**config.mk**
```make
export PLATFORM = sky130hd
export DESIGN_NAME = lru_key_queue
export DESIGN_NICKNAME = d
export VERILOG_FILES = /design/src/rtl/lkq_pkg.sv /design/src/rtl/lru_key_queue.sv /design/src/rtl/lkq_cell.sv
export SDC_FILE = /design/constraint.sdc
export NUM_CORES = 1
export LEC_CHECK = 0
export ABC_AREA = 1
export BUFFER_PORTS_ARGS = -buffer_cell sky130_fd_sc_hd__buf_2
export CAP_MARGIN = 25
export CORE_MARGIN = 4
export CORE_UTILIZATION = 40
export CTS_CLUSTER_SIZE = 30
export DETAILED_ROUTE_END_ITERATION = 16
export GPL_ROUTABILITY_DRIVEN = 1
export PLACE_DENSITY = 0.59
export RECOVER_POWER = 25
export SLEW_MARGIN = 20
export SYNTH_ARGS = -nofsm -noshare
export SYNTH_HDL_FRONTEND = slang
export SYNTH_SLANG_ARGS = --single-unit
```
**constraint.sdc**
```tcl
create_clock -name clk -period 5 [get_ports clk]
set_input_delay 0.25 -clock clk [delete_from_list [all_inputs] [get_ports clk]]
set_output_delay 0.25 -clock clk [all_outputs]
set_load 0.05 [all_outputs]
```
**src/rtl/lkq_pkg.sv**
```systemverilog
package lkq_pkg;

  localparam int CAPACITY_DEFAULT = 16;
  localparam int KEY_W = 8;
  localparam int ACT_W = 2;
  localparam int OCC_W = 5;

  typedef enum logic [ACT_W-1:0] {
    ACT_NEW     = 2'd0,
    ACT_AT_REAR = 2'd1,
    ACT_MOVED   = 2'd2,
    ACT_EVICT   = 2'd3
  } action_t;

  // Broadcast to every cell of the chain
  typedef struct packed {
    logic accept;
    logic evict;
  } lkq_ctl_t;

endpackage

```
**src/rtl/lru_key_queue.sv**
```systemverilog
// The result is registered and appears in the cycle after its key transaction is accepted.
// Throughput: one key per cycle; every cell compares and shifts in the same cycle.
// The result register frees the input whenever the held result is taken.
// Reset (rst, synchronous) empties the queue and drops any held result;
// stored keys are left as they are and ignored until rewritten.
module lru_key_queue
  import lkq_pkg::*;
#(
  parameter int CAPACITY = CAPACITY_DEFAULT
) (
  input  logic             clk,
  input  logic             rst,
  input  logic             key_valid,
  output logic             key_stall,
  input  logic [KEY_W-1:0] key,
  output logic             res_valid,
  input  logic             res_stall,
  output logic [ACT_W-1:0] action,
  output logic [KEY_W-1:0] evicted_key,
  output logic [OCC_W-1:0] occupancy
);

  localparam int COUNT_W = $clog2(CAPACITY + 1);

  logic [COUNT_W-1:0] count;
  logic [COUNT_W-1:0] count_next;
  logic [COUNT_W-1:0] tail;
  logic               accept;
  logic               found;
  logic               full;
  logic               at_rear;
  lkq_ctl_t           ctl;
  action_t            action_next;

  logic [CAPACITY:0]   seen;
  logic [CAPACITY-1:0] rear_hits;
  logic [KEY_W-1:0]    entries [CAPACITY];

  assign key_stall = res_valid && res_stall;
  assign accept    = key_valid && !key_stall;

  assign full       = count == COUNT_W'(CAPACITY);
  assign found      = seen[CAPACITY];
  assign at_rear    = |rear_hits;
  assign tail       = (found || full) ? count - COUNT_W'(1) : count;
  assign count_next = (found || full) ? count : count + COUNT_W'(1);

  assign ctl.accept = accept;
  assign ctl.evict  = !found && full;
  assign seen[0]    = 1'b0;

  for (genvar i = 0; i < CAPACITY; i++) begin : g_cell
    logic [KEY_W-1:0] nbr;
    if (i == CAPACITY - 1) begin : g_last
      assign nbr = entries[i];
    end else begin : g_mid
      assign nbr = entries[i+1];
    end
    lkq_cell #(
      .INDEX   (i),
      .COUNT_W (COUNT_W)
    ) u_cell (
      .clk        (clk),
      .ctl        (ctl),
      .key        (key),
      .count      (count),
      .tail       (tail),
      .next_entry (nbr),
      .seen_in    (seen[i]),
      .seen_out   (seen[i+1]),
      .rear_hit   (rear_hits[i]),
      .entry      (entries[i])
    );
  end

  always_comb begin
    if (ctl.evict) begin
      action_next = ACT_EVICT;
    end else if (found && at_rear) begin
      action_next = ACT_AT_REAR;
    end else if (found) begin
      action_next = ACT_MOVED;
    end else begin
      action_next = ACT_NEW;
    end
  end

  always_ff @(posedge clk) begin
    if (rst) begin
      count     <= '0;
      res_valid <= 1'b0;
    end else begin
      if (accept) begin
        count     <= count_next;
        res_valid <= 1'b1;
      end else if (!res_stall) begin
        res_valid <= 1'b0;
      end
    end
  end

  always_ff @(posedge clk) begin
    if (accept) begin
      action      <= action_next;
      evicted_key <= ctl.evict ? entries[0] : '0;
      occupancy   <= OCC_W'(count_next);
    end
  end

`ifndef SYNTHESIS
  a_count_bound: assert property (@(posedge clk) disable iff (rst)
    count <= COUNT_W'(CAPACITY))
    else $error("count above capacity");

  a_empty_new: assert property (@(posedge clk) disable iff (rst)
    accept && count == '0 |=> res_valid && action == ACT_NEW)
    else $error("empty queue did not report a new key");

  a_evict_full: assert property (@(posedge clk) disable iff (rst)
    accept && !full |=> action != ACT_EVICT)
    else $error("eviction from a queue that was not full");

  a_count_step: assert property (@(posedge clk) disable iff (rst)
    accept |=> count == $past(count) || count == $past(count) + COUNT_W'(1))
    else $error("count changed by more than one");

  a_evict_zero: assert property (@(posedge clk) disable iff (rst)
    res_valid && action != ACT_EVICT |-> evicted_key == '0)
    else $error("evicted key set without eviction");
`endif

endmodule

```
**src/rtl/lkq_cell.sv**
```systemverilog
module lkq_cell
  import lkq_pkg::*;
#(
  parameter int INDEX   = 0,
  parameter int COUNT_W = 5
) (
  input  logic               clk,
  input  lkq_ctl_t           ctl,
  input  logic [KEY_W-1:0]   key,
  input  logic [COUNT_W-1:0] count,
  input  logic [COUNT_W-1:0] tail,
  input  logic [KEY_W-1:0]   next_entry,
  input  logic               seen_in,
  output logic               seen_out,
  output logic               rear_hit,
  output logic [KEY_W-1:0]   entry
);

  logic             live;
  logic             hit;
  logic             load;
  logic             shift;
  logic [KEY_W-1:0] entry_next;

  assign live     = COUNT_W'(INDEX) < count;
  assign hit      = live && (entry == key);
  assign seen_out = seen_in | hit;
  assign load     = tail == COUNT_W'(INDEX);
  // Cells from the hit onward (or all on eviction) take the neighbor's key
  assign shift    = seen_out | ctl.evict;
  assign rear_hit = hit && load;

  always_comb begin
    if (load) begin
      entry_next = key;
    end else if (shift) begin
      entry_next = next_entry;
    end else begin
      entry_next = entry;
    end
  end

  always_ff @(posedge clk) begin
    if (ctl.accept) begin
      entry <= entry_next;
    end
  end

endmodule

```
[After elaboration in Yosys (flattened, before gate mapping)]
Index checks and enable logic that the tools add are counted.
Word-level totals
  register bits after elaboration: 149
Operators by class
  $add $sub $neg: 2
  order comparisons: 16
  equality and inequality tests: 33
  muxes and demuxes: 36
  bitwise gates (word level): 30
  reduce and logical (&&, ||, !) cells: 73
Operators by type and width (number)
  $mux W8: 30
  $eq A8 B8 Y1: 16
  $eq A5 B4 Y1 const B: 8
  $lt A4 B5 Y1 const A: 8
  $logic_and A1 B1 Y1: 36
  $reduce_and A2 Y1: 16
  $or A1 B1 Y1: 30
  $reduce_bool A2 Y1: 15
  $eq A5 B3 Y1 const B: 4
  $lt A3 B5 Y1 const A: 4
  $reduce_or A16 Y1: 1
  $eq A5 B2 Y1 const B: 2
  $lt A1 B5 Y1 const A: 2
  $lt A2 B5 Y1 const A: 2
  $mux W5: 2
  $add A5 B1 Y5 const B: 1
  $eq A5 B1 Y1 const B: 1
  $eq A5 B5 Y1 const B: 1
  $logic_not A5 Y1: 1
  $sub A5 B1 Y5 const B: 1
  $mux W2: 2
  $logic_not A1 Y1: 2
  $mux W1: 2
  $ne A2 B1 Y1 const B: 1
  other kinds (2): 2

[Logic depth before layout (Yosys ltp)]
Gate-level depths: netlist of run 1.
  word-level depth: 24
  depth in mapped cells: 28
  gate-level depth less buffers: 26

[Cells and area by module]
Synthesis of run 1 repeated with hierarchy kept, for this count alone.
Second synthesis, totals
  cell total of the unflattened synthesis: 1238
  area total of the unflattened synthesis: 9930.8 µm²
By module, submodules not included
  lru_key_queue: times used 1, cells each 130, area each 1113.6 µm², seq. area each 570.5 µm²
  lkq_cell (g_cell[11].u_cell ...): times used 2, cells each 69, area each 555.5 µm², seq. area each 240.2 µm²
  lkq_cell (g_cell[15].u_cell): times used 1, cells each 84, area each 591.8 µm², seq. area each 240.2 µm²
  lkq_cell (g_cell[9].u_cell): times used 1, cells each 72, area each 563.0 µm², seq. area each 240.2 µm²
  lkq_cell (g_cell[10].u_cell): times used 1, cells each 73, area each 561.8 µm², seq. area each 240.2 µm²
  lkq_cell (g_cell[12].u_cell): times used 1, cells each 72, area each 554.3 µm², seq. area each 240.2 µm²
  lkq_cell (g_cell[6].u_cell): times used 1, cells each 71, area each 554.3 µm², seq. area each 240.2 µm²
  lkq_cell (g_cell[7].u_cell): times used 1, cells each 68, area each 554.3 µm², seq. area each 240.2 µm²
  lkq_cell (g_cell[8].u_cell): times used 1, cells each 70, area each 550.5 µm², seq. area each 240.2 µm²
  lkq_cell (g_cell[14].u_cell): times used 1, cells each 70, area each 549.3 µm², seq. area each 240.2 µm²
  lkq_cell (g_cell[1].u_cell): times used 1, cells each 71, area each 541.8 µm², seq. area each 240.2 µm²
  lkq_cell (g_cell[2].u_cell): times used 1, cells each 69, area each 541.8 µm², seq. area each 240.2 µm²
  lkq_cell (g_cell[3].u_cell): times used 1, cells each 60, area each 541.8 µm², seq. area each 240.2 µm²
  lkq_cell (g_cell[13].u_cell): times used 1, cells each 68, area each 540.5 µm², seq. area each 240.2 µm²
  2 more rows

[Least setup slack after synthesis of run 1]
OpenSTA, ideal clock, no wires.
  path kind: register to register
  start point: reg count[1]
  end point: reg g_cell[15].u_cell.entry[0], enable pin
  arrival: 3.399 ns
  data required time: 4.605 ns
  path slack: 1.207 ns
  stages on the path, launching flop included: 20
  period minus slack after synthesis: 3.793 ns
  cell sequence: dfxtp_1 buf_6 inv_1 ha_1 nand3_1 o21ai_1 inv_1 nand3_1 nand2_2 nor2_4 nand4_2 nor2_2 nand4_2 nor2_2 nand4_2 nor2_4 nand3_4 o21ai_4 nand2_4 nor4_1
On the way
  word-level cells in the longest chain between the ends: 21
  elaborated cells between the ends (all ways): 53
RTL lines
  from (decl): line lru_key_queue.sv:25  | logic [COUNT_W-1:0] count;
  from (signal assigned): line lru_key_queue.sv:94  | count <= count_next;
  $lt A1 B5 Y1: line lkq_cell.sv:25  | assign live = COUNT_W'(INDEX) < count;
  $logic_and A1 B1 Y1: line lkq_cell.sv:26  | assign hit = live && (entry == key);
  $or A1 B1 Y1 (15 in series): line lkq_cell.sv:27  | assign seen_out = seen_in | hit;
  $logic_or A1 B1 Y1: line lru_key_queue.sv:45  | assign tail = (found || full) ? count - COUNT_W'(1) : count;
  $mux W5 *: line lru_key_queue.sv:45
  $eq A5 B4 Y1 *: line lkq_cell.sv:28  | assign load = tail == COUNT_W'(INDEX);
  $reduce_and A2 Y1 (no source line) *
  to (signal assigned): line lkq_cell.sv:45  | entry <= entry_next;
  to (decl): line lkq_cell.sv:16  | output logic [KEY_W-1:0] entry
Mark *: on every way between the ends. The rest lies on a longest branch, timed or not.
A chain may end at the register's enable or synchronous reset.

[Final worst setup path of run 1]
  start point: in key[3]
  end point: reg g_cell[10].u_cell.entry[4], enable pin
On the way
  word-level cells in the longest chain between the ends: 22
  elaborated cells between the ends (all ways): 55
RTL lines
  from (decl): line lru_key_queue.sv:15  | input logic [KEY_W-1:0] key,
  $eq A8 B8 Y1: line lkq_cell.sv:26
  $logic_and A1 B1 Y1: line lkq_cell.sv:26
  $or A1 B1 Y1 (15 in series): line lkq_cell.sv:27
  $logic_or A1 B1 Y1 or $logic_not A1 Y1 (tied branches): line lru_key_queue.sv:45, lru_key_queue.sv:49
  $mux W5 or $logic_and A1 B1 Y1 (tied branches): line lru_key_queue.sv:45, lru_key_queue.sv:49
  $eq A5 B4 Y1 or $or A1 B1 Y1 (tied branches): line lkq_cell.sv:28, lkq_cell.sv:30
  $reduce_bool A2 Y1 (no source line) *
  $reduce_and A2 Y1 (no source line) *
  to (signal assigned): line lkq_cell.sv:45
  to (decl): line lkq_cell.sv:16
Marked as above.

==> results.py, run 1 <==
metrics = {
    "run_status": {
        "run_status": "completed",
    },
    "cells_and_area": {
        "drive_gt1_frac": 0.126,
        "area_growth_pct": 10.2,
        "utilization": 0.449,
        "num-nets-final": 1068,
        "diodes": 0,
        "stdcell_count": 1350,
        "final_area_mm2": 0.0102,
    },
    "sta": {
        "finalMaxSlewViolations": 0,
        "worst_slew_pin_slew_ns": 1.47,
        "min_period_over_period": 0.907,
        "timing.setup.tns_ns": 0,
        "rsz0062_at_grt": "no",
        "timing.fmax_ghz": 0.221,
        "setup_viol": 0,
        "finalHoldViolCount": 0,
        "period_minus_slack_ns": 4.53,
        "relSlewSlack": 0.0180,
        "fin_worst_skew_ns": 0.0127,
    },
    "clocking": {
        "cts_setup_buffers": 0,
        "cts_resized": 0,
        "cts-buffers-inserted": 17,
        "worstSkewPairLatency_ns": 0.43,
        "cts_num_sinks": 149,
        "htree_levels": 4,
        "clk_pin_slew_ns": 0.06,
        "hold_buffers": 0,
        "clockRootBuffer": "clkbuf_16",
        "cts_tree": "done",
        "clock_path_buffers": 2,
    },
    "yosys": {
        "synthArstFlopShare": 0,
        "syn_nets": 1040,
        "synth_xor_area_frac": 0.0855,
        "synthFlopType": "edfxtp_1",
        "syn_area_per_cell_um2": 9.00,
        "synth_top_family_by_area": "simple AND/OR/NAND/NOR gates",
        "synth_edf_count": 143,
        "synth_compound_area_frac": 0.102,
        "synth_cell_types": 49,
        "ys_ff_latch": 149,
        "syn_area_mm2": 0.00922,
        "yosysWarnings": 0,
        "seq_area_frac_synth": 0.479,
        "synthAdderAreaFrac": 0.00543,
        "synth_simple_gate_area_frac": 0.257,
        "postSynthCellCount": 1024,
        "synth_mux_area_frac": 0,
    },
    "floorplan": {
        "fp.dieW_um": 160,
        "boundaryPins": 29,
        "initial_core_util": 0.407,
        "die_height_um": 160,
        "dieArea_mm2": 0.0255,
        "core-area_mm2": 0.0226,
        "fp-row-count": 55,
    },
    "worst_setup_path": {
        "critical_path_class": "primary input to flip-flop",
        "arrival_ns": 4.67,
        "cp-end-kind": "flip-flop",
        "start_kind": "primary input",
        "cp_max_fo": 17,
        "reg2reg_from": "count[0]",
        "critPathRequiredTime_ns": 5.13,
        "cp-startpoint": "key[3]",
    },
    "pwr": {
        "power.density_mw_per_mm2": 338,
        "power.total_w": 0.00343,
        "leakagePower_nw": 4.09,
        "ir_drop_mv": 0.186,
    },
    "routing": {
        "avgRoutedWirePerCell_um": 18.3,
        "route.detailed.drc": 0,
        "wl_mm": 24.7,
        "dr.pass1.iters": 5,
        "ant_nets": 0,
        "drtIter0Drc": 641,
        "vias": 7172,
        "viasPerCell": 5.31,
    },
    "placement": {
        "port_buffers": 28,
        "dp_cells": 1318,
        "gp_congestion": 0.837,
        "place_area_mm2": 0.00960,
        "place_hpwl_mm": 17.9,
    },
    "worst_hold_path": {
        "hold_start": "rst",
        "worstHoldPathType": "primary input to flip-flop",
    },
    "global_routing": {
        "grt_pass1_wl_mm": 38.3,
        "grt_max_degree": 27,
        "grt_pass1_vias": 6662,
        "grt_antenna_before_repair": 0,
        "grt_util_all_layers": 0.193,
        "grt_overflow": 0,
    },
    "job": {
        "drv_cap": 0,
    },
}
-- registers in the layout, indices dropped and copies added, names as in the netlist --
| register | count |
|---|---|
| occupancy | 5 |
| action | 2 |
| evicted_key | 8 |
| res_valid | 1 |
| count | 5 |
| g_cell.u_cell.entry | 128 |
-- placed cells by master (no fill, tap or decap), drive strengths merged, types with 21 or more instances in the layout --
cell type	instances
edfxtp	143
nor2	90
nand2	258
inv	72
nand4	21
xnor2	59
o21ai	143
buf	37
nand3	50
clkbuf	44
xor2	31
-- final cells by class --
class                      instances  area, um^2
clock inverter                    14         176
tap                              285         357
clock buffer                      18         429
inverter                          72         274
timing repair buffer              63         353
sequential                       149        4410
fill                            2156       12500
multi-input combinational        749        4150
-- power by group --
group / internal [W] / switching [W] / total (W)
registers: 0.00146 / 0.0000518 / 0.00151
clock network: 0.000791 / 0.000532 / 0.00132
logic: 0.000175 / 0.000421 / 0.000596
-- layer usage --
metal | global-route usage | wire [um] | up-vias
met5 | 0 | 0 | -
met4 | 0.0641 | 553 | 0
met3 | 0.0268 | 1100 | 41
met2 | 0.304 | 11300 | 200
met1 | 0.276 | 11800 | 3392
li1 | - | - | 3539
-- cell families after synthesis --
kind of cell / after synthesis
xor+xnor: 90
flops: 149
compound gates: 172
fa+ha+maj: 4
simple gates: 483
buf+inv: 126
-- worst max-delay path, cell delays in order --
cell      delay, ns
clkbuf_1       1.04
inv_1          0.15
nand2_1        0.12
nand2_1        0.06
nand2_1        0.07
nor2_1         0.04
nand3_1        0.12
nand2_2        0.09
nor2_4         0.12
nand4_2        0.13
nor2_2         0.18
nand4_2        0.13
nor2_2         0.18
nand4_2        0.16
nor2_4         0.23
nand3_4        0.25
nand2_2        0.16
o21ai_4        0.14
nor2_4         0.39
nand2_4        0.19
a31oi_1        0.20
buf_4          0.23
-- metrics by stage --
stage | hold slack [ns] | setup slack [ns]
floorplan | 0.319 | 1.21
global placement | 0.467 | 0.806
detailed placement | 0.473 | 0.767
CTS | 0.0588 | 0.709
global route | 0.0704 | 0.200
finish | 0.0709 | 0.466
-- final timing paths --
| check | to | slack, ns | cells past startpoint |
|---|---|---|---|
| worst max-delay path | g_cell[10].u_cell.entry[4] | 0.47 | 22 |
| worst min register to register | res_valid | 0.48 | 2 |
| worst min-delay path | res_valid | 0.07 | 2 |
| worst max register to register | g_cell[10].u_cell.entry[4] | 0.65 | 20 |
-- Yosys cell counts (all sizes together) (17+ instances only) --
| master | number | area [um^2] |
|---|---|---|
| nand3 | 50 | 268 |
| xor2 | 31 | 272 |
| nand2 | 258 | 1080 |
| clkbuf | 18 | 67.6 |
| edfxtp | 143 | 4290 |
| inv | 69 | 262 |
| nor2 | 90 | 479 |
| o21ai | 143 | 757 |
| nand4 | 21 | 150 |
| nor4 | 18 | 113 |
| buf | 36 | 314 |
| xnor2 | 59 | 517 |
| nor3 | 17 | 85.1 |
(Power assumes the default switching activity.)
==> inputs of run 2 (changes only) <==
Settings changed: CORE_UTILIZATION 40 to 48, PLACE_DENSITY 0.59 to 0.68.
==> results.py, run 2 (synthesis gave the netlist of run 1 again) <==
metrics = {
    "run_status": {
        "run_status": "completed",
    },
    "global_routing": {
        "grt_antenna_before_repair": 0,
        "grt_pass1_wl_mm": 37.4,
        "grt_max_degree": 29,
        "grt_pass1_vias": 6727,
        "grt_overflow": 0,
        "grt_util_all_layers": 0.225,
    },
    "cells_and_area": {
        "regArea_mm2": 0.00441,
        "diodes": 0,
        "top_register": "g_cell.u_cell.entry",
        "multi_input_area_mm2": 0.00414,
        "mostFrequentLayoutCell": "nand2_1",
        "fillers": 1690,
        "drive_gt1_frac": 0.122,
        "area_growth_pct": 9.20,
        "layout_common_cells": "nand2_1 (240), edfxtp_1 (143), o21ai_0 (81), nor2_1 (76), inv_1 (60)",
        "reg.largest.list": "g_cell.u_cell.entry (128), evicted_key (8)",
        "num-nets-final": 1067,
        "stdcell_count": 1298,
        "largest_register_ffs": 128,
        "utilization": 0.536,
    },
    "sta": {
        "timing.setup.tns_ns": 0,
        "timing.fmax_ghz": 0.225,
        "relSlewSlack": 0.0694,
        "rsz0062_at_grt": "no",
        "worst_slew_pin_slew_ns": 1.40,
        "fin_worst_skew_ns": 0.0118,
        "finalHoldViolCount": 0,
        "min_period_over_period": 0.889,
        "period_minus_slack_ns": 4.44,
        "finalMaxSlewViolations": 0,
        "setup_viol": 0,
    },
    "floorplan": {
        "die_height_um": 147,
        "boundaryPins": 29,
        "initial_core_util": 0.491,
        "fp.dieW_um": 147,
        "fp-row-count": 50,
        "core-area_mm2": 0.0188,
        "dieArea_mm2": 0.0215,
    },
    "routing": {
        "avgRoutedWirePerCell_um": 18.2,
        "drtIter0Drc": 739,
        "dr.pass1.iters": 5,
        "vias": 7216,
        "viasPerCell": 5.56,
        "ant_nets": 0,
        "route.detailed.drc": 0,
        "wl_mm": 23.6,
    },
    "clocking": {
        "hold_buffers": 0,
        "clock_path_buffers": 2,
        "clockRootBuffer": "clkbuf_16",
        "htree_levels": 4,
        "cts-buffers-inserted": 17,
        "worstSkewPairLatency_ns": 0.44,
        "cts_num_sinks": 149,
        "clk_pin_slew_ns": 0.06,
        "cts_tree": "done",
        "cts_setup_buffers": 0,
        "cts_resized": 0,
    },
    "placement": {
        "port_buffers": 28,
        "dp_cells": 1266,
        "place_hpwl_mm": 16.6,
        "gp_congestion": 0.934,
    },
    "pwr": {
        "leakagePower_nw": 4.08,
        "power.total_w": 0.00340,
        "ir_drop_mv": 0.150,
        "power.density_mw_per_mm2": 338,
    },
    "job": {
        "drv_cap": 0,
    },
    "worst_setup_path": {
        "critPathTopFamily": "simple AND/OR/NAND/NOR gates",
        "slowest_delay_ns": 1.01,
        "cp-end-kind": "flip-flop",
        "critical_path_class": "primary input to flip-flop",
        "critPathRequiredTime_ns": 5.14,
        "cp_max_fo": 17,
        "start_kind": "primary input",
        "cp_slowest_cell": "clkbuf_1",
        "worst-path-buf-inv": 3,
        "arrival_ns": 4.58,
        "cp_cell_sequence": "buf_2 -> clkbuf_1 -> xor2_1 -> nor2_1 -> nand3_2 -> nand2_2 -> nor2_4 -> nand4_2 -> nor2_1 -> nand4_2 -> nor2_2 -> nand4_2 -> nor2_4 -> nand3_4 -> nand2_2 -> o21ai_4 -> nor2_4 -> nand2_4 -> a31oi_1 -> buf_4",
    },
    "worst_hold_path": {
        "worstHoldPathType": "primary input to flip-flop",
    },
}
[run 2: cell types whose count changed in the layout (fill, tap and decap cells not counted), sizes merged]
cell	delta
buf	-1
inv	-2
clkbuf	+2
clkinvlp	+1
clkinv	-1
[run 2: final timing paths]
check,slack (ns),startpoint,endpoint,cells after the start
worst max register to register,0.71,count[1],g_cell[10].u_cell.entry[4],21
worst max-delay path,0.56,key[2],g_cell[10].u_cell.entry[4],20
worst min-delay path,0.08,rst,res_valid,2
worst min register to register,0.49,res_valid,res_valid,2
[run 2: area by class of cell]
cell class / instances / share of cell area
clock inverter: 12 / 0.0154
tap: 234 / 0.0291
clock buffer: 20 / 0.0434
sequential: 149 / 0.439
inverter: 72 / 0.0272
timing repair buffer: 62 / 0.0346
multi-input combinational: 749 / 0.412
[run 2: where the power goes]
group / internal (W) / switching (W)
Clock: 0.000785 / 0.000516
Sequential: 0.00146 / 0.0000484
Combinational: 0.000176 / 0.000415
[run 2: routing by layer]
| metal | part of all wire | vias up | track usage | wire length (um) |
|---|---|---|---|---|
| li1 | - | 3540 | - | - |
| met1 | 0.44 | 3355 | 0.314 | 10500 |
| met2 | 0.46 | 275 | 0.354 | 10900 |
| met3 | 0.073 | 46 | 0.0459 | 1730 |
| met4 | 0.023 | 0 | 0.0691 | 536 |
| met5 | 0 | - | 0 | 0 |
[run 2: through the flow]
| step | instance area, um^2 | worst slack, ns | hold slack, ns |
|---|---|---|---|
| 6_report | 10100 | 0.557 | 0.0829 |
| 3_5_place_dp | 9520 | 0.820 | 0.487 |
| 5_1_grt | 10100 | 0.266 | 0.0724 |
| 4_1_cts | 10100 | 0.832 | 0.0680 |
| 2_1_floorplan | 9220 | 1.21 | 0.319 |
| 3_3_place_gp | 9520 | 0.850 | 0.463 |
